**src/rtl/searchable_stack_engine_core_defines.svh**
```systemverilog
// Assertion macros shared by the searchable stack engine RTL.
// Expects clk and rst_n in the scope where a macro is used.
`ifndef SEARCHABLE_STACK_ENGINE_CORE_DEFINES_SVH
`define SEARCHABLE_STACK_ENGINE_CORE_DEFINES_SVH

`define SSE_ASSERT_HOLDS(lbl, expr, msg) \
  lbl: assert property (@(posedge clk) disable iff (!rst_n) (expr)) else $error(msg);

`define SSE_ASSERT_IMPL(lbl, ante, cons, msg) \
  lbl: assert property (@(posedge clk) disable iff (!rst_n) (ante) |-> (cons)) \
    else $error(msg);

`define SSE_ASSERT_NEXT(lbl, ante, cons, msg) \
  lbl: assert property (@(posedge clk) disable iff (!rst_n) (ante) |=> (cons)) \
    else $error(msg);

`endif

```
**src/rtl/sse_pkg.sv**
```systemverilog
// Package for the searchable stack engine: sizes, codes and request/result types.
// No dependencies; every RTL file of the block imports it.
`timescale 1ns / 1ps
`default_nettype none

package sse_pkg;

  localparam int DEPTH     = 16;
  localparam int IDX_W     = $clog2(DEPTH);
  localparam int CNT_W     = $clog2(DEPTH + 1);
  localparam int DATA_W    = 32;
  localparam int POS_W     = 4;
  localparam int ENTRIES_W = 5;

  localparam logic signed [DATA_W-1:0] DATA_MIN = {1'b1, {(DATA_W-1){1'b0}}};
  localparam logic signed [DATA_W-1:0] DATA_MAX = {1'b0, {(DATA_W-1){1'b1}}};

  typedef enum logic [2:0] {
    MODE_PUSH   = 3'd0,
    MODE_POP    = 3'd1,
    MODE_SEARCH = 3'd2,
    MODE_MODIFY = 3'd3,
    MODE_DELETE = 3'd4,
    MODE_MAXMIN = 3'd5
  } mode_t;

  typedef enum logic [1:0] {
    ST_OK       = 2'd0,
    ST_EMPTY    = 2'd1,
    ST_NOTFOUND = 2'd2,
    ST_FULL     = 2'd3
  } status_t;

  typedef enum logic [2:0] {
    S_IDLE,
    S_DECODE,
    S_POP,
    S_SCAN,
    S_SHIFT,
    S_MINMAX
  } state_t;

  typedef struct packed {
    logic [2:0]               mode;
    logic signed [DATA_W-1:0] value;
    logic signed [DATA_W-1:0] replacement;
  } req_t;

  typedef struct packed {
    status_t                  status;
    logic signed [DATA_W-1:0] result_value;
    logic signed [DATA_W-1:0] minimum_value;
    logic [POS_W-1:0]         position;
    logic [ENTRIES_W-1:0]     entries_held;
  } rsp_t;

  typedef struct packed {
    logic eq;
    logic above_max;
    logic below_min;
  } cmp_t;

endpackage

`default_nettype wire

```
**src/rtl/searchable_stack_engine_core.sv**
```systemverilog
// Searchable stack engine top level: sequencer, fill count and result register.
// Uses sse_pkg, sse_ram, sse_cmp and the assertion macros in the defines header.
// A request is taken in S_IDLE and decoded in S_DECODE; push, unused modes and an empty
// stack answer from there. Pop reads the top in S_POP; search and modify compare entries from
// the top down in S_SCAN; max/min walks all entries in S_MINMAX; delete scans in S_SCAN and
// then moves each entry above the match down one place in S_SHIFT.
// One storage read per cycle sets the pace; busy drops in the strobe cycle, where a new request
// may start. The receiver cannot stall. Synchronous reset empties the stack.
`timescale 1ns / 1ps
`default_nettype none

module searchable_stack_engine_core (
  input  wire logic          clk,
  input  wire logic          rst_n,
  input  wire logic          start,
  output logic               busy,
  input  wire sse_pkg::req_t in_req,
  output logic               out_valid,
  output sse_pkg::rsp_t      out_rsp
);
  import sse_pkg::*;

  `include "searchable_stack_engine_core_defines.svh"

  state_t             state_r, state_nxt;
  logic [CNT_W-1:0]   cnt_r, cnt_nxt;
  logic [IDX_W-1:0]   ptr_r, ptr_nxt;
  req_t               req_r, req_nxt;
  rsp_t               rsp_r, rsp_nxt;
  logic               valid_r, valid_nxt;

  logic                     we;
  logic [IDX_W-1:0]         waddr;
  logic signed [DATA_W-1:0] wdata;
  logic [IDX_W-1:0]         raddr;
  logic signed [DATA_W-1:0] rd_data;
  cmp_t                     cmp;
  logic [IDX_W-1:0]         top_idx;
  logic [CNT_W-1:0]         pos_full;

  sse_ram u_ram (
    .clk   (clk),
    .we    (we),
    .waddr (waddr),
    .wdata (wdata),
    .raddr (raddr),
    .rdata (rd_data)
  );

  sse_cmp u_cmp (
    .elem    (rd_data),
    .key     (req_r.value),
    .cur_max (rsp_r.result_value),
    .cur_min (rsp_r.minimum_value),
    .res     (cmp)
  );

  assign top_idx  = IDX_W'(cnt_r - CNT_W'(1));
  assign pos_full = cnt_r - CNT_W'(1) - CNT_W'(ptr_r);

  always_ff @(posedge clk) begin
    if (!rst_n) begin
      state_r <= S_IDLE;
      cnt_r   <= '0;
      valid_r <= 1'b0;
    end else begin
      state_r <= state_nxt;
      cnt_r   <= cnt_nxt;
      valid_r <= valid_nxt;
    end
  end

  always_ff @(posedge clk) begin
    ptr_r <= ptr_nxt;
    req_r <= req_nxt;
    rsp_r <= rsp_nxt;
  end

  always_comb begin
    state_nxt = state_r;
    cnt_nxt   = cnt_r;
    ptr_nxt   = ptr_r;
    req_nxt   = req_r;
    rsp_nxt   = rsp_r;
    valid_nxt = 1'b0;
    we        = 1'b0;
    waddr     = ptr_r;
    wdata     = rd_data;
    raddr     = ptr_r;

    case (state_r)
      S_IDLE: begin
        if (start) begin
          req_nxt   = in_req;
          state_nxt = S_DECODE;
        end
      end

      S_DECODE: begin
        rsp_nxt.status        = ST_OK;
        rsp_nxt.result_value  = '0;
        rsp_nxt.minimum_value = '0;
        rsp_nxt.position      = '0;
        if (req_r.mode == MODE_PUSH) begin
          if (cnt_r == CNT_W'(DEPTH)) begin
            rsp_nxt.status = ST_FULL;
          end else begin
            we      = 1'b1;
            waddr   = cnt_r[IDX_W-1:0];
            wdata   = req_r.value;
            cnt_nxt = cnt_r + CNT_W'(1);
          end
          valid_nxt = 1'b1;
          state_nxt = S_IDLE;
        end else if (req_r.mode inside {MODE_POP, MODE_SEARCH, MODE_MODIFY,
                                        MODE_DELETE, MODE_MAXMIN}) begin
          if (cnt_r == '0) begin
            rsp_nxt.status = ST_EMPTY;
            valid_nxt      = 1'b1;
            state_nxt      = S_IDLE;
          end else begin
            raddr   = top_idx;
            ptr_nxt = top_idx;
            if (req_r.mode == MODE_POP) begin
              state_nxt = S_POP;
            end else if (req_r.mode == MODE_MAXMIN) begin
              rsp_nxt.result_value  = DATA_MIN;
              rsp_nxt.minimum_value = DATA_MAX;
              state_nxt             = S_MINMAX;
            end else begin
              state_nxt = S_SCAN;
            end
          end
        end else begin
          valid_nxt = 1'b1;
          state_nxt = S_IDLE;
        end
      end

      S_POP: begin
        rsp_nxt.result_value = rd_data;
        cnt_nxt              = cnt_r - CNT_W'(1);
        valid_nxt            = 1'b1;
        state_nxt            = S_IDLE;
      end

      S_SCAN: begin
        if (cmp.eq) begin
          rsp_nxt.result_value = rd_data;
          rsp_nxt.position     = POS_W'(pos_full);
          if (req_r.mode == MODE_MODIFY) begin
            we        = 1'b1;
            waddr     = ptr_r;
            wdata     = req_r.replacement;
            valid_nxt = 1'b1;
            state_nxt = S_IDLE;
          end else if (req_r.mode == MODE_DELETE) begin
            if (CNT_W'(ptr_r) + CNT_W'(1) < cnt_r) begin
              raddr     = ptr_r + IDX_W'(1);
              state_nxt = S_SHIFT;
            end else begin
              cnt_nxt   = cnt_r - CNT_W'(1);
              valid_nxt = 1'b1;
              state_nxt = S_IDLE;
            end
          end else begin
            valid_nxt = 1'b1;
            state_nxt = S_IDLE;
          end
        end else if (ptr_r == '0) begin
          rsp_nxt.status = ST_NOTFOUND;
          valid_nxt      = 1'b1;
          state_nxt      = S_IDLE;
        end else begin
          ptr_nxt = ptr_r - IDX_W'(1);
          raddr   = ptr_r - IDX_W'(1);
        end
      end

      S_SHIFT: begin
        we      = 1'b1;
        waddr   = ptr_r;
        wdata   = rd_data;
        ptr_nxt = ptr_r + IDX_W'(1);
        if (CNT_W'(ptr_r) + CNT_W'(2) < cnt_r) begin
          raddr = ptr_r + IDX_W'(2);
        end else begin
          cnt_nxt   = cnt_r - CNT_W'(1);
          valid_nxt = 1'b1;
          state_nxt = S_IDLE;
        end
      end

      S_MINMAX: begin
        if (cmp.above_max) begin
          rsp_nxt.result_value = rd_data;
        end
        if (cmp.below_min) begin
          rsp_nxt.minimum_value = rd_data;
        end
        if (ptr_r == '0) begin
          valid_nxt = 1'b1;
          state_nxt = S_IDLE;
        end else begin
          ptr_nxt = ptr_r - IDX_W'(1);
          raddr   = ptr_r - IDX_W'(1);
        end
      end

      default: begin
        state_nxt = S_IDLE;
      end
    endcase

    rsp_nxt.entries_held = ENTRIES_W'(cnt_nxt);
  end

  assign busy      = (state_r != S_IDLE);
  assign out_valid = valid_r;
  assign out_rsp   = rsp_r;

  `SSE_ASSERT_HOLDS(a_cnt_bound, cnt_r <= CNT_W'(DEPTH), "fill count above depth")
  `SSE_ASSERT_NEXT(a_strobe_single, out_valid, !out_valid, "result strobe longer than one cycle")
  `SSE_ASSERT_NEXT(a_accept_busy, start && !busy, busy, "request accepted but block not busy")
  `SSE_ASSERT_IMPL(a_full_count, out_valid && out_rsp.status == ST_FULL,
                   out_rsp.entries_held == ENTRIES_W'(DEPTH), "full status with stack not full")
  `SSE_ASSERT_IMPL(a_shift_mode, state_r == S_SHIFT, req_r.mode == MODE_DELETE,
                   "entries moved outside a delete")

endmodule

`default_nettype wire

```
**src/rtl/sse_ram.sv**
```systemverilog
// Stack storage: DEPTH words, one write port and one registered read port.
// Depends on sse_pkg for the depth and word width.
`timescale 1ns / 1ps
`default_nettype none

module sse_ram (
  input  wire logic                             clk,
  input  wire logic                             we,
  input  wire logic [sse_pkg::IDX_W-1:0]        waddr,
  input  wire logic signed [sse_pkg::DATA_W-1:0] wdata,
  input  wire logic [sse_pkg::IDX_W-1:0]        raddr,
  output logic signed [sse_pkg::DATA_W-1:0]     rdata
);
  import sse_pkg::*;

  logic signed [DATA_W-1:0] mem [DEPTH];

  always_ff @(posedge clk) begin
    if (we) begin
      mem[waddr] <= wdata;
    end
    rdata <= mem[raddr];
  end

endmodule

`default_nettype wire

```
**src/rtl/sse_cmp.sv**
```systemverilog
// Shared compare unit: tests one stored word for a match and against the running extremes.
// Depends on sse_pkg for the word width and the result type.
`timescale 1ns / 1ps
`default_nettype none

module sse_cmp (
  input  wire logic signed [sse_pkg::DATA_W-1:0] elem,
  input  wire logic signed [sse_pkg::DATA_W-1:0] key,
  input  wire logic signed [sse_pkg::DATA_W-1:0] cur_max,
  input  wire logic signed [sse_pkg::DATA_W-1:0] cur_min,
  output sse_pkg::cmp_t                         res
);
  import sse_pkg::*;

  always_comb begin
    res.eq        = (elem == key);
    res.above_max = (elem > cur_max);
    res.below_min = (elem < cur_min);
  end

endmodule

`default_nettype wire
```
**config.mk**
```make
export PLATFORM = sky130hd
export DESIGN_NAME = searchable_stack_engine_core
export DESIGN_NICKNAME = d
export VERILOG_FILES = /design/src/rtl/sse_pkg.sv /design/src/rtl/searchable_stack_engine_core.sv /design/src/rtl/sse_ram.sv /design/src/rtl/sse_cmp.sv
export VERILOG_INCLUDE_DIRS = /design/src /design/src/rtl
export SDC_FILE = /design/constraint.sdc
export NUM_CORES = 1
export LEC_CHECK = 0
export BUFFER_PORTS_ARGS = -buffer_cell sky130_fd_sc_hd__buf_2
export CELL_PAD_IN_SITES_DETAIL_PLACEMENT = 0
export CELL_PAD_IN_SITES_GLOBAL_PLACEMENT = 1
export CORE_MARGIN = 1
export CORE_UTILIZATION = 57
export DETAILED_ROUTE_END_ITERATION = 7
export PLACE_DENSITY_LB_ADDON = 0.25
export SLEW_MARGIN = 10
export SYNTH_ARGS = -nofsm -noshare
export SYNTH_HDL_FRONTEND = slang
export SYNTH_HIERARCHICAL = 1
export SYNTH_SLANG_ARGS = --single-unit
```
**constraint.sdc**
```tcl
create_clock -name clk -period 10.05 [get_ports clk]
set_input_delay 0.5025 -clock clk [delete_from_list [all_inputs] [get_ports clk]]
set_output_delay 0.5025 -clock clk [all_outputs]
set_load 0.02 [all_outputs]
```
==> results of run 1 <==
registers in the layout, summed over array words and instances, names as in the netlist:
name / flops
cnt_r: 5
out_rsp: 75
out_valid: 1
ptr_r: 4
req_r: 67
state_r: 3
u_ram/mem: 512
u_ram/rdata: 32
cell type report:
class / count / area, sq um
Sequential cell: 699 / 20500
Fill cell: 3450 / 17300
Multi-Input combinational cell: 786 / 7900
Clock buffer: 97 / 1960
Timing Repair Buffer: 180 / 1010
Tap cell: 672 / 841
Inverter: 112 / 420
Clock inverter: 33 / 317
metrics by stage:
step | power [uW] | instance area [sq um] | utilization | hold slack, ns
floorplan | 5380 | 29100 | - | 0.501
global placement | 6060 | 30700 | 0.611 | 0.564
detailed placement | 6120 | 30700 | 0.611 | 0.560
CTS | 8690 | 33000 | 0.656 | 0.0368
global route | 9030 | 33000 | 0.656 | 0.0578
finish | 8680 | 33000 | 0.656 | 0.0648
metal layers:
metal | vias to the layer above | share of wire | GRT usage
met5 | - | 0 | 0
met4 | 0 | 0.021 | 0.0847
met3 | 116 | 0.11 | 0.0596
met2 | 1005 | 0.47 | 0.448
met1 | 8440 | 0.41 | 0.421
li1 | 7054 | - | -
synth_stat cells (all sizes together), types with 16 or more instances:
cell / n / area [sq um]
nor2: 45 / 176
o21ai: 36 / 180
ha: 83 / 1040
mux4: 128 / 2880
a21oi: 40 / 208
nand4: 16 / 100
buf: 47 / 287
a22oi: 65 / 488
xor2: 38 / 333
dfxtp: 46 / 921
inv: 111 / 417
clkbuf: 34 / 129
a31o: 34 / 298
nand2: 84 / 318
and2: 37 / 231
edfxtp: 653 / 19600
a222oi: 32 / 320
logic make-up (layout without fill, tap and decap cells):
| family | after synthesis | in the layout | synth area share |
|---|---|---|---|
| xor+xnor | 45 | 45 | 0.0136 |
| fa+ha+maj | 84 | 84 | 0.0364 |
| buf+inv | 193 | 422 | 0.0288 |
| compound gates | 271 | 271 | 0.0692 |
| flops | 699 | 699 | 0.706 |
| simple gates | 253 | 253 | 0.0449 |
| mux | 133 | 133 | 0.101 |
power by group:
part / switching, uW / leakage, uW / internal, uW
sequential: 279 / 0.00637 / 3680
combinational: 1310 / 0.00423 / 816
clock: 1080 / 0.00111 / 1500
total: 2680 / 0.0117 / 6000
how the worst min path moves through the flow:
stage                from        end  slack (ns)  cells past startpoint
3_3_place_gp     cnt_r[1]   cnt_r[1]        0.56                      2
2_1_floorplan    cnt_r[1]   cnt_r[1]        0.50                      2
4_1_cts        in_req[35]  req_r[35]        0.04                      1
6_report       in_req[35]  req_r[35]        0.06                      1
3_5_place_dp     cnt_r[1]   cnt_r[1]        0.56                      2
5_1_grt        in_req[35]  req_r[35]        0.06                      1
==> results.py, run 1 <==
metrics = {
    "placed_design": {
        "dpl_worst_slack_ns": 4.53,
        "io_buffers": 146,
        "place_inst": 2449,
        "dpl.hpwl_um": 43400,
        "gp_congestion": 0.911,
    },
    "setup_path": {
        "path_buf_inv": 1,
        "end_kind": "register",
        "crit_slowest_cell": "a221o_4",
        "worstSetupStartpointType": "register",
        "crit_fanout": 84,
        "r2r_cells": 13,
        "path_depth": 13,
        "path_cells": "xor2_1, nor4_1, nand4_1, nor2_1, nor2_1, a31oi_1, nand2_1, nand3_1, a221o_4, buf_12, mux4_2, a22oi_1, nand2_1",
        "critical_path_class": "register to register",
        "reg2reg_slack_ns": 4.54,
        "critPathTopFamily": "simple AND/OR/NAND/NOR gates",
        "critical_path.endpoint": "u_ram/rdata[15]",
        "cp.arrival_ns": 5.99,
        "cp_data_required_time_ns": 10.53,
        "cp-startpoint": "u_ram/rdata[15]",
        "rr_startpoint": "u_ram/rdata[15]",
        "critPathMaxStageDelay_ns": 0.79,
        "r2r-end": "u_ram/rdata[15]",
    },
    "route": {
        "drtAntennaViolNets": 0,
        "drtIter0Drc": 2429,
        "drc": 0,
        "vias_per_cell": 6.44,
        "vias": 16600,
        "routed_wirelength_um": 74100,
        "dr.pass1.iters": 8,
        "routedWlPerCell_um": 28.7,
    },
    "global_route": {
        "grt_pass1_vias": 16400,
        "gr-total-overflow": 0,
        "grt_use_total": 0.290,
        "grt_max_degree": 129,
        "grt_pass1_wl_um": 109000,
        "grt_antenna_before_repair": 0,
    },
    "floorplan": {
        "die_x_um": 228,
        "pin_count": 147,
        "die_h_um": 228,
        "core.rowCount": 82,
        "core-area_sq_um": 50300,
        "dieArea_sq_um": 51900,
        "start_util": 0.578,
    },
    "timing": {
        "rsz0062_at_grt": "no",
        "fmax_mhz": 181,
        "period_minus_slack_ns": 5.51,
        "worst_pin_slew_ns": 1.13,
        "relSlewSlack": 0.245,
        "finalWorstSetupSlack_ns": 4.54,
        "hold_violations": 0,
        "final.setup.tns_ns": 0,
        "drv_slew": 0,
        "fin_skew_ns": 0.0227,
        "finalSetupViolations": 0,
        "min_period_over_period": 0.549,
    },
    "layout": {
        "diodes": 0,
        "stdcell_count": 2579,
        "nets": 2004,
        "drive_gt1_frac": 0.251,
        "final_cell_mix": "edfxtp_1, buf_2, mux4_2, inv_1",
        "final_common_cell": "edfxtp_1",
        "syn_to_final_growth_pct": 13.4,
    },
    "synthesis": {
        "syn_area_per_cell_sq_um": 17.3,
        "ys.flop_type": "edfxtp_1",
        "synth-edff-count": 653,
        "syn_inst": 1678,
        "ys_seq_area_frac": 0.706,
        "synth_cell_types": 76,
        "synth_seq_cells": 699,
        "yosysWarnings": 6,
        "syn_nets": 1832,
        "async_flop_share": 0,
        "mappedNetlistArea_sq_um": 29100,
    },
    "clock_tree": {
        "cts_resized": 0,
        "htree_levels": 3,
        "postCtsSetupBuffers": 0,
        "clock-sinks": 699,
        "numCtsBuffers": 71,
        "postCtsHoldBufs": 0,
        "clock_path_buffers": 3,
        "clock_latency_ns": 0.61,
        "path_clk_slew_ns": 0.06,
        "cts_tree": "built",
        "clockRootBuffer": "clkbuf_16",
    },
    "status": {
        "status": "complete, no violations",
    },
    "power": {
        "powerDensity_nw_per_um2": 263,
        "ir_worst_vdd_uv": 186,
        "leakage_uw": 0.0117,
    },
    "worst_hold_path": {
        "min_path_type": "primary input to register",
    },
    "job": {
        "max-cap-violations": 0,
    },
}
Note: power is estimated with default switching activity, not from simulation.
==> inputs of run 2 (changes only) <==
Settings changed: CORE_UTILIZATION 57 to 48.
Clock period 10.05 ns to 4.5 ns, I/O delays scaled along.
==> run 2 against run 1 <==
Sequential cell count stayed put; critical path depth is 3 higher; first-iteration DRC count is 25% lower; clock-buffer cell count is 6 lower; non-clock buffer count is 150 higher; via count is 2.0% higher; sequential share of layout area is 3.4 points lower; clock skew is 0.0033 ns higher; sequential power is 120% higher; total power is 130% higher; critical path type unchanged; largest power group unchanged.
==> results.py, run 2 (same netlist as run 1, synthesis figures left out) <==
metrics = {
    "floorplan": {
        "dieArea_sq_um": 61500,
        "pin_count": 147,
        "start_util": 0.489,
        "core.rowCount": 89,
        "die_x_um": 248,
        "core-area_sq_um": 59500,
        "die_h_um": 248,
    },
    "setup_path": {
        "reg2reg_slack_ns": 0.38,
        "critical_path_class": "register to register",
        "worstSetupStartpointType": "register",
        "critical_path.endpoint": "u_ram/rdata[10]",
        "critPathMaxStageDelay_ns": 0.50,
        "critPathTopFamily": "simple AND/OR/NAND/NOR gates",
        "r2r-end": "u_ram/rdata[10]",
        "crit_slowest_cell": "edfxtp_1",
        "path_buf_inv": 4,
        "cp_data_required_time_ns": 5.01,
        "r2r_cells": 16,
        "end_kind": "register",
        "crit_fanout": 23,
        "path_cells": "xor2_1, nor4_1, buf_4, nand4_1, nor2_1, buf_4, and4bb_2, and4_1, a221o_1, nor2_1, o31ai_4, buf_12, buf_12, mux4_2, a22oi_1, nand2_1",
        "cp-startpoint": "req_r[46]",
        "path_depth": 16,
        "cp.arrival_ns": 4.63,
        "rr_startpoint": "req_r[46]",
    },
    "route": {
        "vias_per_cell": 5.98,
        "drtAntennaViolNets": 0,
        "vias": 16900,
        "drc": 0,
        "drtIter0Drc": 1814,
        "routedWlPerCell_um": 26.8,
        "routed_wirelength_um": 76000,
        "dr.pass1.iters": 5,
    },
    "clock_tree": {
        "postCtsSetupBuffers": 0,
        "path_clk_slew_ns": 0.06,
        "numCtsBuffers": 72,
        "clock_latency_ns": 0.63,
        "clock_path_buffers": 3,
        "postCtsHoldBufs": 68,
        "cts_resized": 0,
        "clock-sinks": 699,
        "clockRootBuffer": "clkbuf_16",
        "cts_tree": "built",
        "htree_levels": 3,
    },
    "timing": {
        "hold_violations": 0,
        "finalSetupViolations": 0,
        "min_period_over_period": 0.915,
        "fmax_mhz": 243,
        "worst_pin_slew_ns": 1.08,
        "relSlewSlack": 0.280,
        "hold_ws_ns": 0.180,
        "period_minus_slack_ns": 4.12,
        "fin_skew_ns": 0.0260,
        "final.setup.tns_ns": 0,
        "drv_slew": 0,
        "rsz0062_at_grt": "no",
    },
    "layout": {
        "final_cell_mix": "edfxtp_1, buf_2, mux4_2, inv_1, buf_4",
        "largest_register_ffs": 512,
        "final_common_cell": "edfxtp_1",
        "post-route-util": 0.587,
        "syn_to_final_growth_pct": 20.0,
        "max_flop_register": "u_ram/mem",
        "stdcell_count": 2835,
        "nets": 2155,
        "stdcell_area_sq_um": 34900,
        "drive_gt1_frac": 0.277,
    },
    "placed_design": {
        "place_inst": 2632,
        "gp_congestion": 0.896,
        "dpl.hpwl_um": 47400,
        "placed_area_sq_um": 31800,
        "io_buffers": 146,
    },
    "global_route": {
        "grt_pass1_vias": 16800,
        "grt_pass1_wl_um": 111000,
        "gr-total-overflow": 0,
        "grt_max_degree": 68,
        "grt_antenna_before_repair": 0,
        "grt_use_total": 0.252,
    },
    "status": {
        "status": "complete, no violations",
    },
    "power": {
        "ir_worst_vdd_uv": 416,
        "powerDensity_nw_per_um2": 576,
        "leakage_uw": 0.0126,
    },
    "job": {
        "max-cap-violations": 0,
    },
    "worst_hold_path": {
        "min_path_type": "primary input to register",
        "min_from": "start",
    },
}
## run 2: worst reg2reg max path, cell delays in order (launching register included)
cell	delay, ns
edfxtp_1	0.50
xor2_1	0.24
nor4_1	0.33
buf_4	0.19
nand4_1	0.16
nor2_1	0.16
buf_4	0.21
and4bb_2	0.26
and4_1	0.27
a221o_1	0.20
nor2_1	0.07
o31ai_4	0.31
buf_12	0.26
buf_12	0.23
mux4_2	0.33
a22oi_1	0.22
nand2_1	0.08
## run 2: worst min path at each step
stage	to	slack [ns]	cells after the start
after floorplan	req_r[0]	0.32	0
after global placement	req_r[12]	0.40	1
after detailed placement	req_r[12]	0.40	1
after CTS	state_r[2]	0.13	4
after global routing	state_r[2]	0.22	4
final	state_r[2]	0.18	4
## run 2: layout make-up
type                            count  area, sq um
Fill cell                        4452        24600
Sequential cell                   699        20500
Antenna cell                        2         5.00
Multi-Input combinational cell    786         7920
Clock inverter                     42          425
Inverter                          112          420
Clock buffer                       91         1940
Tap cell                          773          967
Timing Repair Buffer              330         2670
## run 2: report_power, final
| group | leakage [uW] | switching [uW] | internal, uW |
|---|---|---|---|
| clock | 0.00115 | 2510 | 3440 |
| combinational | 0.00504 | 3370 | 2230 |
| sequential | 0.00637 | 322 | 8230 |
## run 2: through the flow
step	power, uW	worst slack [ns]
after CTS	20200	0.379
final	20100	0.381
after global placement	14100	0.466
after floorplan	12000	0.220
after detailed placement	14200	0.440
after global routing	20900	0.140
## run 2: routing by layer
| layer | global-route usage | vias to the layer above | part of all wire |
|---|---|---|---|
| met2 | 0.397 | 774 | 0.47 |
| met3 | 0.0552 | 119 | 0.084 |
| met1 | 0.349 | 8692 | 0.41 |
| met4 | 0.0838 | 0 | 0.028 |
| met5 | 0 | - | 0 |
| li1 | - | 7358 | - |
==> inputs of run 3 (changes only) <==
Settings changed: CORE_UTILIZATION 48 to 53.
Clock period 4.5 ns to 4.2 ns, I/O delays scaled along.
==> run 3 against run 2 <==
Global-route usage is 2.9 points higher; register-to-register slack worse by 0.29 ns; critical path depth stayed put; combinational power is 14% higher; die area is 9.4% lower; clock skew is 0.00099 ns higher; worst setup slack worse by 0.29 ns; via count is 2.1% higher; final cell count is 1.4% lower; critical path type unchanged; critical endpoint is now u_ram/rdata[4]; largest power group unchanged; highest routed layer is now met5.
==> results.py, run 3 (same netlist as run 1, synthesis figures left out) <==
metrics = {
    "layout": {
        "nets": 2193,
        "stdcell_area_sq_um": 35500,
        "max_flop_register": "u_ram/mem",
        "nFillCells": 3661,
        "final_common_cell": "edfxtp_1",
        "syn_to_final_growth_pct": 22.2,
        "largest_register_ffs": 512,
        "drive_gt1_frac": 0.292,
        "post-route-util": 0.658,
        "final_cell_mix": "edfxtp_1, buf_2, mux4_2, inv_1, buf_4",
    },
    "setup_path": {
        "worst_path_most_repeated_cell": "buf_12",
        "crit_slowest_cell": "edfxtp_1",
        "cp.arrival_ns": 4.59,
        "r2r_cells": 16,
        "worstSetupStartpointType": "register",
        "critPathMaxStageDelay_ns": 0.45,
        "crit_fanout": 14,
        "critical_path_class": "register to register",
        "cp_data_required_time_ns": 4.69,
        "path_cells": "xor2_1, nor4_2, nand4_1, nor2_4, buf_6, and4bb_2, and4_1, a221o_1, nor2_1, o31ai_4, buf_12, buf_8, buf_12, mux4_2, a22oi_1, nand2_1",
        "end_kind": "register",
    },
    "timing": {
        "drv_slew": 0,
        "relSlewSlack": 0.423,
        "hold_ws_ns": 0.0905,
        "fmax_mhz": 244,
        "finalSetupViolations": 0,
        "min_period_over_period": 0.977,
        "fin_skew_ns": 0.0269,
        "worst_pin_slew_ns": 0.862,
        "period_minus_slack_ns": 4.10,
        "hold_violations": 0,
    },
    "route": {
        "dr.pass1.iters": 5,
        "routed_wirelength_um": 77400,
        "routedWlPerCell_um": 27.7,
        "drtIter0Drc": 1909,
        "vias": 17300,
        "drc": 0,
        "drtAntennaViolNets": 0,
        "vias_per_cell": 6.18,
    },
    "floorplan": {
        "pin_count": 147,
        "start_util": 0.538,
        "die_x_um": 236,
        "core-area_sq_um": 54000,
        "core.rowCount": 85,
        "die_h_um": 236,
        "dieArea_sq_um": 55800,
    },
    "power": {
        "p_sw_uw": 6720,
        "powerDensity_nw_per_um2": 628,
        "p_int_uw": 15600,
        "power_frac_comb": 0.286,
        "leakage_uw": 0.0129,
        "ir_worst_vdd_uv": 451,
        "p_sw_frac": 0.301,
        "p_seq_frac": 0.408,
        "power_frac_clock": 0.306,
    },
    "clock_tree": {
        "path_clk_slew_ns": 0.06,
        "htree_levels": 3,
        "clock_path_buffers": 3,
        "numCtsBuffers": 72,
        "clock-sinks": 699,
        "clock_latency_ns": 0.61,
        "cts_tree": "built",
        "clockRootBuffer": "clkbuf_16",
    },
    "worst_hold_path": {
        "hold_depth": 3,
        "min_path_type": "primary input to register",
    },
    "placed_design": {
        "gp_congestion": 0.916,
        "io_buffers": 146,
        "placed_area_sq_um": 32200,
        "dpl.hpwl_um": 48500,
    },
    "global_route": {
        "grt_pass1_wl_um": 113000,
        "gr-total-overflow": 0,
        "grt_use_total": 0.281,
        "grt_max_degree": 38,
        "grt_antenna_before_repair": 3,
        "grt_pass1_vias": 17600,
    },
    "status": {
        "status": "complete, no violations",
    },
    "job": {
        "max-cap-violations": 0,
    },
}
==> run 3: path summary, 6_finish.rpt <==
kind                    endpoint       from  slack (ns)
setup / recovery  u_ram/rdata[4]  req_r[33]         0.1
setup reg to reg  u_ram/rdata[4]  req_r[33]         0.1
hold reg to reg         cnt_r[1]   cnt_r[1]        0.56
hold / removal         req_r[27]      start        0.09
==> run 3: repair_timing <==
item | CTS | global route
pin swaps | 0 | 4
endpoints found under the setup margin | 2 | 32
resized for setup | 1 | 11
setup buffers | 0 | 6
hold buffers | 68 | 0
endpoints found under the hold margin | 74 | 0
gates cloned | 0 | 2
==> run 3: power groups by stage <==
stage	Combinational [uW]	Clock (uW)	Sequential [uW]
finish	6390	6830	9110
global route	6880	7200	9140
CTS	6230	6910	9110
detailed placement	6150	0	9250
global placement	6010	0	9240
floorplan	3500	0	9370
==> run 3: final cells by class <==
cell class                      instances  area, sq um  area share
Sequential cell                       699        20500       0.578
Clock buffer                           91         1950      0.0550
Timing Repair Buffer                  367         3180      0.0894
Inverter                              112          420      0.0118
Clock inverter                         43          599      0.0169
Multi-Input combinational cell        787         7980       0.225
Tap cell                              696          871      0.0245
Antenna cell                            1         2.50   0.0000704
==> run 3: routing by layer <==
layer / track usage / routed length, um / up-vias / part of all wire
li1: - / - / 7448 / -
met1: 0.380 / 30200 / 8738 / 0.39
met2: 0.448 / 36800 / 955 / 0.47
met3: 0.0730 / 8360 / 150 / 0.11
met4: 0.0905 / 2120 / 2 / 0.027
met5: 0 / 13 / - / 0.00017
==> run 3: worst max-delay path, delay by kind of cell, from the launching register on <==
| family | cells | cell delay [ns] |
|---|---|---|
| XOR/XNOR | 1 | 0.22 |
| flip-flops | 1 | 0.45 |
| AO/OA/AOI/OAI | 3 | 0.71 |
| multiplexers | 1 | 0.32 |
| AND/OR/NAND/NOR | 7 | 1.60 |
| buffers and inverters | 4 | 0.67 |
==> run 3: stage by stage <==
step / setup WS (ns) / TNS, ns / instances / power, uW
final: 0.0955 / 0 / 2796 / 22300
after global routing: -0.0133 / -0.0233 / 2795 / 23200
after floorplan: 0.0280 / 0 / 1678 / 12900
after detailed placement: 0.0161 / 0 / 2585 / 15400
after CTS: 0.0305 / 0 / 2787 / 22200
after global placement: 0.0287 / 0 / 2585 / 15300
